$ cat src/rtl/grouped_mean_stddev_core_defines.svh
// Assertion helpers used by the RTL (gms_back).
`ifndef GROUPED_MEAN_STDDEV_CORE_DEFINES_SVH
`define GROUPED_MEAN_STDDEV_CORE_DEFINES_SVH

// same-cycle implication
`define GMS_ASSERT(lbl, ante, cons, msg) \
  lbl: assert property (@(posedge clk_i) disable iff (!rst_ni) (ante) |-> (cons)) \
    else $error(msg);

// next-cycle implication
`define GMS_ASSERT_NXT(lbl, ante, cons, msg) \
  lbl: assert property (@(posedge clk_i) disable iff (!rst_ni) (ante) |=> (cons)) \
    else $error(msg);

`endif

$ cat src/rtl/gms_pkg.sv
package gms_pkg;

  localparam int MaxGroupDef     = 4096;
  localparam int ResponseBitsDef = 16;
  localparam int DoseW           = 32;
  localparam int CountOutW       = 13;
  localparam int MeanW           = 16;
  localparam int StdW            = 16;
  localparam int FifoDepth       = 4;
  localparam int FifoPtrW        = 2;
  localparam int FifoCntW        = 3;

  typedef struct packed {
    logic not_empty;
    logic room2;
  } fifo_stat_t;

  typedef enum logic [2:0] {
    ST_IDLE,
    ST_LOAD,
    ST_MEAN,
    ST_MULA,
    ST_MULB,
    ST_DIV,
    ST_SQRT,
    ST_DONE
  } gms_state_e;

endpackage

$ cat src/rtl/gms_fifo.sv
module gms_fifo #(
  parameter int Width = 8
) (
  input  logic                   clk_i,
  input  logic                   rst_ni,
  input  logic [1:0]             push_n_i,
  input  logic [Width-1:0]       wdata0_i,
  input  logic [Width-1:0]       wdata1_i,
  input  logic                   pop_i,
  output logic [Width-1:0]       rdata_o,
  output gms_pkg::fifo_stat_t    stat_o
);

  logic [Width-1:0]                 mem_q [gms_pkg::FifoDepth];
  logic [gms_pkg::FifoPtrW-1:0]     head_q, tail_q, tail_p1;
  logic [gms_pkg::FifoCntW-1:0]     cnt_q;

  assign tail_p1 = tail_q + gms_pkg::FifoPtrW'(1);
  assign rdata_o = mem_q[head_q];
  assign stat_o.not_empty = (cnt_q != '0);
  assign stat_o.room2 = (cnt_q <= gms_pkg::FifoCntW'(gms_pkg::FifoDepth - 2));

  always_ff @(posedge clk_i) begin
    if (push_n_i != 2'd0) begin
      mem_q[tail_q] <= wdata0_i;
    end
    if (push_n_i == 2'd2) begin
      mem_q[tail_p1] <= wdata1_i;
    end
  end

  always_ff @(posedge clk_i or negedge rst_ni) begin
    if (!rst_ni) begin
      head_q <= '0;
      tail_q <= '0;
      cnt_q  <= '0;
    end else begin
      tail_q <= tail_q + gms_pkg::FifoPtrW'(push_n_i);
      if (pop_i) begin
        head_q <= head_q + gms_pkg::FifoPtrW'(1);
      end
      cnt_q <= cnt_q + gms_pkg::FifoCntW'(push_n_i) - gms_pkg::FifoCntW'(pop_i);
    end
  end

endmodule

$ cat src/rtl/gms_front.sv
module gms_front #(
  parameter int MAX_GROUP     = gms_pkg::MaxGroupDef,
  parameter int RESPONSE_BITS = gms_pkg::ResponseBitsDef
) (
  input  logic                              clk_i,
  input  logic                              rst_ni,
  input  logic                              push,
  output logic                              full,
  input  logic [gms_pkg::DoseW-1:0]         dose_i,
  input  logic signed [RESPONSE_BITS-1:0]   response_i,
  input  logic                              last_item_i,
  input  gms_pkg::fifo_stat_t               stat_i,
  output logic [1:0]                        push_n_o,
  output logic [gms_pkg::DoseW+$clog2(MAX_GROUP+1)*3+RESPONSE_BITS*3+1:0] wdata0_o,
  output logic [gms_pkg::DoseW+$clog2(MAX_GROUP+1)*3+RESPONSE_BITS*3+1:0] wdata1_o
);

  localparam int CW = $clog2(MAX_GROUP + 1);
  localparam int RB = RESPONSE_BITS;
  localparam int SW = RB + CW;
  localparam int QW = 2 * RB + CW;

  logic [gms_pkg::DoseW-1:0]  dose_q;
  logic [CW-1:0]              cnt_q, cnt_d;
  logic signed [SW-1:0]       sum_q, sum_d;
  logic [QW-1:0]              sq_q, sq_d;
  logic                       open_q, ovf_q, ovf_d;
  logic signed [2*RB-1:0]     rsq;
  logic                       same, add_ok, acc, emit_a, emit_b;

  assign full   = !stat_i.room2;
  assign acc    = push && !full;
  assign rsq    = response_i * response_i;
  assign same   = open_q && (dose_i == dose_q);
  assign add_ok = cnt_q < CW'(MAX_GROUP);

  always_comb begin
    if (same) begin
      cnt_d = add_ok ? cnt_q + CW'(1) : cnt_q;
      sum_d = add_ok ? sum_q + SW'(response_i) : sum_q;
      sq_d  = add_ok ? sq_q + QW'($unsigned(rsq)) : sq_q;
      ovf_d = ovf_q | !add_ok;
    end else begin
      cnt_d = CW'(1);
      sum_d = SW'(response_i);
      sq_d  = QW'($unsigned(rsq));
      ovf_d = 1'b0;
    end
  end

  assign emit_a   = acc && open_q && !same;
  assign emit_b   = acc && last_item_i;
  assign push_n_o = 2'(emit_a) + 2'(emit_b);
  assign wdata1_o = {dose_i, cnt_d, sum_d, sq_d, ovf_d, 1'b1};
  assign wdata0_o = emit_a ? {dose_q, cnt_q, sum_q, sq_q, ovf_q, 1'b0} : wdata1_o;

  always_ff @(posedge clk_i or negedge rst_ni) begin
    if (!rst_ni) begin
      dose_q <= '0;
      cnt_q  <= '0;
      sum_q  <= '0;
      sq_q   <= '0;
      open_q <= 1'b0;
      ovf_q  <= 1'b0;
    end else if (acc) begin
      if (last_item_i) begin
        dose_q <= '0;
        cnt_q  <= '0;
        sum_q  <= '0;
        sq_q   <= '0;
        open_q <= 1'b0;
        ovf_q  <= 1'b0;
      end else begin
        dose_q <= dose_i;
        cnt_q  <= cnt_d;
        sum_q  <= sum_d;
        sq_q   <= sq_d;
        open_q <= 1'b1;
        ovf_q  <= ovf_d;
      end
    end
  end

endmodule

$ cat src/rtl/gms_back.sv
`include "grouped_mean_stddev_core_defines.svh"

module gms_back #(
  parameter int MAX_GROUP     = gms_pkg::MaxGroupDef,
  parameter int RESPONSE_BITS = gms_pkg::ResponseBitsDef
) (
  input  logic                                 clk_i,
  input  logic                                 rst_ni,
  input  gms_pkg::fifo_stat_t                  stat_i,
  input  logic [gms_pkg::DoseW+$clog2(MAX_GROUP+1)*3+RESPONSE_BITS*3+1:0] rec_i,
  output logic                                 fifo_pop_o,
  output logic                                 empty,
  input  logic                                 pop,
  output logic [gms_pkg::DoseW-1:0]            group_dose_o,
  output logic [gms_pkg::CountOutW-1:0]        group_count_o,
  output logic signed [gms_pkg::MeanW-1:0]     group_mean_o,
  output logic [gms_pkg::StdW-1:0]             group_std_dev_o,
  output logic                                 std_valid_o,
  output logic                                 count_overflow_o,
  output logic                                 last_group_o
);

  localparam int CW  = $clog2(MAX_GROUP + 1);
  localparam int RB  = RESPONSE_BITS;
  localparam int SW  = RB + CW;
  localparam int QW  = 2 * RB + CW;
  localparam int NW  = 2 * RB + 2 * CW;
  localparam int DW  = 2 * CW;
  localparam int QXW = (NW > 32) ? NW : 33;
  localparam int ITW = $clog2(NW + 1);
  localparam int CXW = (CW > gms_pkg::CountOutW) ? CW : gms_pkg::CountOutW;
  localparam int MXW = (SW > 17) ? SW : 17;

  gms_pkg::gms_state_e state_q, state_d;

  logic [ITW-1:0]             it_q;
  logic [gms_pkg::DoseW-1:0]  dose_r_q;
  logic [CW-1:0]              n_q;
  logic                       sgn_q, ovf_r_q, last_r_q, big_q;
  logic [SW-1:0]              mag_q, md_q;
  logic [QW-1:0]              s2_q;
  logic [DW-1:0]              d_q;
  logic [CW-1:0]              mr_q;
  logic signed [NW:0]         acc_q, acc_nxt;
  logic [NW-1:0]              ms_q, dn_q;
  logic [SW-1:0]              mp_q;
  logic [DW-1:0]              dr_q;
  logic [QXW-1:0]             qd_q, qd_nxt;
  logic [DW-1:0]              dr_nxt;
  logic [31:0]                sx_q, sr_q, sb_q;
  logic                       ovalid_q, std_valid_q, out_load, last_it;

  logic [CW:0]                mtrial;
  logic [DW:0]                dtrial;
  logic [32:0]                stest;
  logic signed [SW-1:0]       rec_sum;
  logic [CXW-1:0]             n_x;
  logic [MXW-1:0]             q_x;
  logic [gms_pkg::CountOutW-1:0] count_q;

  assign rec_sum = rec_i[QW+2 +: SW];
  assign last_it = (it_q == ITW'(1));

  always_comb begin
    state_d = state_q;
    unique case (state_q)
      gms_pkg::ST_IDLE: if (stat_i.not_empty) state_d = gms_pkg::ST_LOAD;
      gms_pkg::ST_LOAD: state_d = gms_pkg::ST_MEAN;
      gms_pkg::ST_MEAN: begin
        if (last_it) state_d = (n_q < CW'(2)) ? gms_pkg::ST_DONE : gms_pkg::ST_MULA;
      end
      gms_pkg::ST_MULA: if (last_it) state_d = gms_pkg::ST_MULB;
      gms_pkg::ST_MULB: if (last_it) state_d = gms_pkg::ST_DIV;
      gms_pkg::ST_DIV: begin
        if (last_it) begin
          state_d = (qd_nxt[QXW-1:32] != '0) ? gms_pkg::ST_DONE : gms_pkg::ST_SQRT;
        end
      end
      gms_pkg::ST_SQRT: if (last_it) state_d = gms_pkg::ST_DONE;
      gms_pkg::ST_DONE: if (!ovalid_q || pop) state_d = gms_pkg::ST_IDLE;
      default: state_d = gms_pkg::ST_IDLE;
    endcase
  end

  always_comb begin
    fifo_pop_o = (state_q == gms_pkg::ST_IDLE) && stat_i.not_empty;
    out_load   = (state_q == gms_pkg::ST_DONE) && (!ovalid_q || pop);
  end

  always_comb begin
    acc_nxt = acc_q;
    if (mp_q[0]) begin
      if (state_q == gms_pkg::ST_MULB) begin
        acc_nxt = acc_q - $signed({1'b0, ms_q});
      end else begin
        acc_nxt = acc_q + $signed({1'b0, ms_q});
      end
    end
  end

  assign mtrial = {mr_q, md_q[SW-1]};
  assign dtrial = {dr_q, dn_q[NW-1]};
  assign stest  = {1'b0, sr_q} + {1'b0, sb_q};

  always_comb begin
    if (dtrial >= {1'b0, d_q}) begin
      dr_nxt = DW'(dtrial - {1'b0, d_q});
      qd_nxt = {qd_q[QXW-2:0], 1'b1};
    end else begin
      dr_nxt = dtrial[DW-1:0];
      qd_nxt = {qd_q[QXW-2:0], 1'b0};
    end
  end

  always_ff @(posedge clk_i) begin
    unique case (state_q)
      gms_pkg::ST_IDLE: begin
        dose_r_q <= rec_i[SW+QW+CW+2 +: gms_pkg::DoseW];
        n_q      <= rec_i[SW+QW+2 +: CW];
        sgn_q    <= rec_sum[SW-1];
        mag_q    <= rec_sum[SW-1] ? SW'(-rec_sum) : SW'(rec_sum);
        s2_q     <= rec_i[2 +: QW];
        ovf_r_q  <= rec_i[1];
        last_r_q <= rec_i[0];
      end
      gms_pkg::ST_LOAD: begin
        d_q  <= DW'(n_q) * DW'(n_q - CW'(1));
        md_q <= mag_q;
        mr_q <= '0;
        it_q <= ITW'(SW);
      end
      gms_pkg::ST_MEAN: begin
        if (mtrial >= {1'b0, n_q}) begin
          mr_q <= CW'(mtrial - {1'b0, n_q});
          md_q <= {md_q[SW-2:0], 1'b1};
        end else begin
          mr_q <= mtrial[CW-1:0];
          md_q <= {md_q[SW-2:0], 1'b0};
        end
        it_q <= it_q - ITW'(1);
        if (last_it) begin
          acc_q <= '0;
          ms_q  <= NW'(s2_q);
          mp_q  <= SW'(n_q);
          it_q  <= ITW'(CW);
        end
      end
      gms_pkg::ST_MULA, gms_pkg::ST_MULB: begin
        acc_q <= acc_nxt;
        ms_q  <= {ms_q[NW-2:0], 1'b0};
        mp_q  <= {1'b0, mp_q[SW-1:1]};
        it_q  <= it_q - ITW'(1);
        if (last_it && state_q == gms_pkg::ST_MULA) begin
          ms_q <= NW'(mag_q);
          mp_q <= mag_q;
          it_q <= ITW'(SW);
        end
        if (last_it && state_q == gms_pkg::ST_MULB) begin
          dn_q <= acc_nxt[NW] ? '0 : acc_nxt[NW-1:0];
          dr_q <= '0;
          qd_q <= '0;
          it_q <= ITW'(NW);
        end
      end
      gms_pkg::ST_DIV: begin
        dn_q <= {dn_q[NW-2:0], 1'b0};
        dr_q <= dr_nxt;
        qd_q <= qd_nxt;
        it_q <= it_q - ITW'(1);
        if (last_it) begin
          big_q <= (qd_nxt[QXW-1:32] != '0);
          sx_q  <= qd_nxt[31:0];
          sr_q  <= '0;
          sb_q  <= 32'h4000_0000;
          it_q  <= ITW'(16);
        end
      end
      gms_pkg::ST_SQRT: begin
        if ({1'b0, sx_q} >= stest) begin
          sx_q <= sx_q - stest[31:0];
          sr_q <= (sr_q >> 1) + sb_q;
        end else begin
          sr_q <= sr_q >> 1;
        end
        sb_q <= sb_q >> 2;
        it_q <= it_q - ITW'(1);
      end
      gms_pkg::ST_DONE: begin
      end
      default: begin
      end
    endcase
  end

  assign n_x = CXW'(n_q);
  assign q_x = MXW'(md_q);

  always_ff @(posedge clk_i) begin
    if (out_load) begin
      group_dose_o <= dose_r_q;
      count_q <= (n_x > CXW'(8191)) ? 13'h1FFF : n_x[gms_pkg::CountOutW-1:0];
      if (sgn_q) begin
        group_mean_o <= (q_x > MXW'(32768)) ? 16'sh8000 : 16'(-q_x);
      end else begin
        group_mean_o <= (q_x > MXW'(32767)) ? 16'sh7FFF : q_x[15:0];
      end
      if (n_q < CW'(2)) begin
        group_std_dev_o <= '0;
        std_valid_q     <= 1'b0;
      end else begin
        group_std_dev_o <= big_q ? 16'hFFFF : sr_q[15:0];
        std_valid_q     <= 1'b1;
      end
      count_overflow_o <= ovf_r_q;
      last_group_o     <= last_r_q;
    end
  end

  assign group_count_o = count_q;
  assign std_valid_o   = std_valid_q;
  assign empty         = !ovalid_q;

  always_ff @(posedge clk_i or negedge rst_ni) begin
    if (!rst_ni) begin
      state_q  <= gms_pkg::ST_IDLE;
      ovalid_q <= 1'b0;
    end else begin
      state_q <= state_d;
      if (out_load) begin
        ovalid_q <= 1'b1;
      end else if (pop) begin
        ovalid_q <= 1'b0;
      end
    end
  end

  `GMS_ASSERT(a_std_valid_multi, ovalid_q && std_valid_q, count_q >= 13'd2, "std valid on single item group")
  `GMS_ASSERT_NXT(a_pop_loads, fifo_pop_o, state_q == gms_pkg::ST_LOAD, "request taken without load")
  `GMS_ASSERT(a_sqrt_fits, state_q == gms_pkg::ST_SQRT, qd_q[QXW-1:32] == '0, "root operand too wide")

endmodule

$ cat src/rtl/grouped_mean_stddev_core.sv
// Observations are accepted one per cycle while the group queue has room for two records.
// Each finished group is handled by the back end one at a time, through bit-serial divides,
// multiplies and a square root; further records wait in the group queue meanwhile.
// Asynchronous active-low reset clears the accumulators, the queue and the result valid flag.
module grouped_mean_stddev_core #(
  parameter int MAX_GROUP     = gms_pkg::MaxGroupDef,
  parameter int RESPONSE_BITS = gms_pkg::ResponseBitsDef
) (
  input  logic                                 clk_i,
  input  logic                                 rst_ni,
  input  logic                                 push,
  output logic                                 full,
  input  logic [gms_pkg::DoseW-1:0]            dose_i,
  input  logic signed [RESPONSE_BITS-1:0]      response_i,
  input  logic                                 last_item_i,
  output logic                                 empty,
  input  logic                                 pop,
  output logic [gms_pkg::DoseW-1:0]            group_dose_o,
  output logic [gms_pkg::CountOutW-1:0]        group_count_o,
  output logic signed [gms_pkg::MeanW-1:0]     group_mean_o,
  output logic [gms_pkg::StdW-1:0]             group_std_dev_o,
  output logic                                 std_valid_o,
  output logic                                 count_overflow_o,
  output logic                                 last_group_o
);

  localparam int CW = $clog2(MAX_GROUP + 1);
  localparam int RW = gms_pkg::DoseW + 3 * CW + 3 * RESPONSE_BITS + 2;

  gms_pkg::fifo_stat_t stat;
  logic [1:0]          push_n;
  logic [RW-1:0]       wdata0, wdata1, rdata;
  logic                fifo_pop;

  gms_front #(
    .MAX_GROUP     (MAX_GROUP),
    .RESPONSE_BITS (RESPONSE_BITS)
  ) u_front (
    .clk_i       (clk_i),
    .rst_ni      (rst_ni),
    .push        (push),
    .full        (full),
    .dose_i      (dose_i),
    .response_i  (response_i),
    .last_item_i (last_item_i),
    .stat_i      (stat),
    .push_n_o    (push_n),
    .wdata0_o    (wdata0),
    .wdata1_o    (wdata1)
  );

  gms_fifo #(
    .Width (RW)
  ) u_fifo (
    .clk_i    (clk_i),
    .rst_ni   (rst_ni),
    .push_n_i (push_n),
    .wdata0_i (wdata0),
    .wdata1_i (wdata1),
    .pop_i    (fifo_pop),
    .rdata_o  (rdata),
    .stat_o   (stat)
  );

  gms_back #(
    .MAX_GROUP     (MAX_GROUP),
    .RESPONSE_BITS (RESPONSE_BITS)
  ) u_back (
    .clk_i            (clk_i),
    .rst_ni           (rst_ni),
    .stat_i           (stat),
    .rec_i            (rdata),
    .fifo_pop_o       (fifo_pop),
    .empty            (empty),
    .pop              (pop),
    .group_dose_o     (group_dose_o),
    .group_count_o    (group_count_o),
    .group_mean_o     (group_mean_o),
    .group_std_dev_o  (group_std_dev_o),
    .std_valid_o      (std_valid_o),
    .count_overflow_o (count_overflow_o),
    .last_group_o     (last_group_o)
  );

endmodule

$ cat config.mk
export PLATFORM = sky130hd
export DESIGN_NAME = grouped_mean_stddev_core
export DESIGN_NICKNAME = d
export VERILOG_FILES = /design/src/rtl/gms_pkg.sv /design/src/rtl/gms_fifo.sv /design/src/rtl/gms_front.sv /design/src/rtl/gms_back.sv /design/src/rtl/grouped_mean_stddev_core.sv
export VERILOG_INCLUDE_DIRS = /design/src /design/src/rtl
export SDC_FILE = /design/constraint.sdc
export NUM_CORES = 2
export LEC_CHECK = 0
export BUFFER_PORTS_ARGS = -buffer_cell sky130_fd_sc_hd__buf_2
export CAP_MARGIN = 40
export CORE_MARGIN = 2
export CORE_UTILIZATION = 53
export CTS_BUF_LIST = sky130_fd_sc_hd__clkbuf_8 sky130_fd_sc_hd__clkbuf_16
export CTS_CLUSTER_DIAMETER = 60
export DETAILED_ROUTE_END_ITERATION = 6
export PLACE_DENSITY = 0.69
export SLEW_MARGIN = 20
export SYNTH_ARGS = -nofsm -noshare
export SYNTH_HDL_FRONTEND = slang
export SYNTH_HIERARCHICAL = 1
export SYNTH_SLANG_ARGS = --single-unit
$ cat constraint.sdc
create_clock -name clk_i -period 16.85 [get_ports clk_i]
set_input_delay 1.685 -clock clk_i [delete_from_list [all_inputs] [get_ports clk_i]]
set_output_delay 1.685 -clock clk_i [all_outputs]
set_load 0.05 [all_outputs]
; Yosys cells after proc, flatten, opt, wreduce, memory -nomap -nowiden
; Memories as Yosys holds them, arrays and structs flattened.
; Index checks and enable logic that the tools add are counted.
[op_classes]
n_mux = 72
n_addsub = 20
n_eq_ne = 19
mul = 2
bitwise = 1
n_lt_le_gt_ge = 9
n_reduce_logical = 31
[op_table]
columns = cell, count
row1 = two-way mux 58 bit, 4
row2 = one-hot mux 58 bit (2 select lines), 2
row3 = two-way mux 32 bit, 6
row4 = one-hot mux 32 bit (2 select lines), 3
row5 = two-way mux 59 bit, 3
row6 = two-way mux 29 bit, 5
row7 = two-way mux 45 bit, 3
row8 = two-way mux 121 bit, 1
row9 = one-hot mux 59 bit (2 select lines), 1
row10 = one-hot mux 29 bit (2 select lines), 2
row11 = one-hot mux 57 bit (2 select lines), 1
row12 = two-way mux 16 bit, 4
row13 = adder 59 bit, 1
row14 = subtractor 59 bit, 1
row15 = two-way mux 57 bit, 1
row16 = two-way mux 13 bit, 4
row17 = two-way mux 26 bit, 2
row18 = one-hot mux 26 bit (2 select lines), 1
row19 = adder 45 x 32 -> 45 bit, 1
row20 = adder 32 x 32 -> 33 bit, 1
row21 = greater-or-equal comparator 32 x 33 -> 1 bit, 1
row22 = adder 31 x 32 -> 32 bit, 1
row23 = equality test 32 bit, 1
row24 = multiplier 16 x 16 -> 32 bit, 1
row25 = other kinds (49), 103
[totals]
elab_cells = 195
ff_bits = 792
ramBits = 484
n_memories = 1
input_bits = 53
out_inout_bits = 82
[mem_list]
columns = name, depth, width, rd, rd_clocked_by_memory_dff, write_ports, line
row1 = u_fifo.mem_q, 4, 121, 1, 0, 2, gms_fifo.sv:14  ; logic [Width-1:0] mem_q [gms_pkg::FifoDepth];

; Depth between registers and ports, before layout
[logic_depth]
depth_word = 8
depth_mapped = 37
ltp_nobuf = 34

; Modules after synthesis
; The synthesis kept the hierarchy.
[modules_own_cells]
columns = mod, n_inst, area_per_inst_um2, cells_each
row1 = gms_back, 1, 41773.8, 3963
row2 = gms_fifo, 1, 23795.3, 1210
row3 = gms_front, 1, 20881.3, 2664

; Worst setup path after synthesis
; OpenSTA, ideal clock, no wires.
[synth_timing]
kind = input -> register
from = in dose_i[27] (netlist name)
to = mem u_fifo/mem_q[0][0] (netlist name), enable pin
slack_ns = 3.707
path_buffers = 2
arrival_time_ns = 12.375
setup_time_ns = 0.768
required_time_ns = 16.082
path_stages = 11
path_cell_list = xnor2_1 -> nand2_1 -> a2111oi_0 -> nand3_1 -> nand2_1 -> clkinv_1 -> clkbuf_1 -> clkbuf_1 -> ha_1 -> o21bai_1 -> o21ai_0
[synth_rtl]
columns = element, line
row1 = "start, declared", grouped_mean_stddev_core.sv:13  ; input logic [gms_pkg::DoseW-1:0] dose_i,
row2 = "end, declared", gms_fifo.sv:14

==> run summary <==
outcome = finished, final reports clean
Buf/Inv on CP = 5
Cells after Synth = 7837
Arr. time, crit path = 11.05 ns
I/O pin count = 135
post-synthesis register bit count = 1259
Placed Instances = 9823
post-route ant nets = 0
average size of a mapped cell = 11.0 sq um
Die Ht = 408 microns
length of routed met3 wiring = 13.6 mm
Yosys warning total = 6
layout cell share with drive strength beyond 1 = 13.7%
setup TNS = 0 ns
Worst-path clk slew = 0.06 ns
Synth cell types = 113
Die W = 408 microns
Buffers on Ports = 134
final number of setup-violating endpoints = 0
multi-input logic area = 44900 sq um
gr usage total = 26.0%
first-pass GRT wire length = 344 mm
initial antenna violation count = 6
highest metal layer with signal wires = met5
mux share of post-synthesis cell area = 10.5%
Syn Nets = 8693
largest family of logic cells by synthesized area = adder cells
Critical Path RT = 17.38 ns
Least-Margin Pin Slew = 0.928 ns
CTS Root Cell = clkbuf_16
register area share after synthesis = 43.0%
CTS H-tree lvls = 4
Via Count = 59700
Synth Area in Compound Gates = 10.5%
critical path launch point = response_i[15]
vias in the first global route = 60500
commonest non-fill, non-tap cells in the layout = edfxtp_1, nand2_1, inv_1
CP Launch Type = input pin
Crit Path Max Fanout = 38
Hold Path End = u_back/group_dose_o[29]
Synth Area in Simple Gates = 11.5%
hold crit path type = reg -> reg
Worst path most repeated cell = fa_1
total die area = 166000 sq um
FF-to-FF path depth = 25
vias per cell = 5.91
Row Count = 148
post-synthesis xor/xnor area fraction = 4.35%
aggregate routed wire length = 218 mm
DRT Pass-1 Iters = 6
CTS tree = built
Initial Utilization = 53.2%
GP Congestion = 0.934
worst reg2reg path endpoint = u_back/d_q[25]
register area = 37200 sq um
DRT iter0 DRCs = 4946
f_max = 95.0 MHz
cell family with most CP delay = adder cells
Clock Skew = 0.0326 ns
post-CTS sizing = 0
Slowest cell on crit path = o2111ai_1
post-layout min period = 10.53 ns
Residual DRC = 0
Worst Setup End Kind = flop
Worst Hold Depth = 0
clk sinks = 1259
critical path class = in -> reg
number of enable flip-flop cells after synthesis = 1127
largest net degree at the start of global routing = 122
hold_sp = u_back/dose_r_q[29]
post-route clock period utilization = 62.5%
Post-Synth Adder-Cell Area = 14.9%
r2r startpoint = u_back/n_q[3]
final-report hold violation count = 0
Max Slew Vio Count = 0
HPWL after DPL = 150 mm
P&R area growth vs syn = 8.60%
DR WL/cell = 21.6 microns
hold buffers post-CTS = 0
core area = 162000 sq um
RSZ-0062 raised after global routing = no
Mapped Area = 86500 sq um
wl on met1 = 94.6 mm
leading cell type in the layout, fill and taps excluded = edfxtp_1
cts bufs inserted = 144
Slew Limit Headroom = 37.5%
Post-CTS Setup Inserts = 0
met2 routed WL = 104 mm
worst stage delay on the critical path = 0.77 ns
Most used DFF post-synth = edfxtp_1
Finished Layout Cells = 10100
CP Depth = 28
clk buf depth = 3
max_cap viols = 0
Final Net Count = 8655
fill cell count = 13400
later-pin clock latency in the skew report = 0.78 ns
FF-to-FF setup slack = 7.99 ns
grt total ovfl = 0
post-synthesis async set-or-reset flop share = 10.5%
-- cells by family after synthesis --
logic type | Yosys count
adder cells (fa/ha/maj) | 803
buffers and inverters | 1089
AO/OA/AOI/OAI | 1414
flip-flops | 1259
XOR/XNOR | 429
other | 1
AND/OR/NAND/NOR | 2149
multiplexers | 693
-- worst max-delay path by stage --
| stage | end | slack [ns] |
|---|---|---|
| 5_1_grt | u_fifo/mem_q[1][44] | 5.82 |
| 3_5_place_dp | u_fifo/mem_q[1][44] | 5.67 |
| 2_1_floorplan | u_fifo/mem_q[0][0] | 3.71 |
| 6_report | u_fifo/mem_q[1][44] | 6.32 |
| 3_3_place_gp | u_fifo/mem_q[1][44] | 5.85 |
| 4_1_cts | u_fifo/mem_q[1][44] | 6.49 |
-- Yosys cell counts (132+ instances only) --
cell type / n / area, sq um
clkbuf_1: 275 / 1030
fa_1: 372 / 7450
inv_1: 659 / 2470
xnor2_1: 264 / 2310
a21oi_1: 335 / 1680
nor2_1: 549 / 2060
mux2_2: 406 / 4570
xor2_1: 165 / 1450
nand2b_1: 134 / 838
and2_1: 141 / 882
o21ai_0: 380 / 1900
ha_1: 431 / 5390
nand2_1: 863 / 3240
dfrtp_1: 132 / 3300
edfxtp_1: 1127 / 33800
-- flip-flops by register name (all words and copies together), names as in the netlist, 26 cells and up --
signal / cells
u_fifo/mem_q: 484
u_back/acc_q: 59
u_back/dn_q: 58
u_back/ms_q: 58
u_back/qd_q: 57
u_back/s2_q: 45
u_front/sq_q: 45
u_back/dose_r_q: 32
u_back/group_dose_o: 32
u_back/sr_q: 32
u_back/sx_q: 32
u_front/dose_q: 32
u_back/mag_q: 29
u_back/md_q: 29
u_back/mp_q: 29
u_front/sum_q: 29
u_back/dr_q: 26
-- routing by layer --
layer | vias up | global-route usage, %
met2 | 1918 | 43.2
li1 | 27700 | -
met4 | 2 | 8.07
met3 | 360 | 3.54
met5 | - | 0
met1 | 29700 | 35.6
-- stage by stage --
step	instance area [sq um]	util [%]	setup slack, ns	hold WS (ns)
after floorplan	86500	-	3.71	0.400
after global placement	88600	54.6	5.85	0.400
after detailed placement	88900	54.8	5.67	0.405
after CTS	93800	57.7	6.49	0.420
after global routing	93900	57.8	5.82	0.422
final	93900	57.8	6.32	0.414
-- worst reg2reg max path: stages, from the launching register on --
cell      delay [ns]
edfxtp_1        0.69
nor4_1          0.91
and2_1          0.30
nand2_1         0.11
ha_1            0.50
nand2b_1        0.26
fa_1            0.53
fa_1            0.41
inv_1           0.10
fa_1            0.42
fa_1            0.48
fa_1            0.55
inv_1           0.06
fa_1            0.54
inv_1           0.05
ha_1            0.34
a21o_1          0.19
a21oi_1         0.29
a31oi_1         0.17
and2_1          0.20
o21a_1          0.19
o21a_1          0.22
o41a_1          0.37
a211o_1         0.31
o31ai_1         0.29
xnor2_1         0.11
-- layout make-up --
| type | count | area share, % |
|---|---|---|
| Multi-Input combinational cell | 5489 | 47.8 |
| Clock inverter | 108 | 1.08 |
| Timing Repair Buffer | 240 | 1.90 |
| Clock buffer | 158 | 4.07 |
| Sequential cell | 1259 | 39.6 |
| Tap cell | 2175 | 2.90 |
| Antenna cell | 6 | 0.0160 |
| Inverter | 665 | 2.67 |
Power is not shown: default switching activity piles up to over one toggle a cycle in this logic, so the estimate is an artifact.
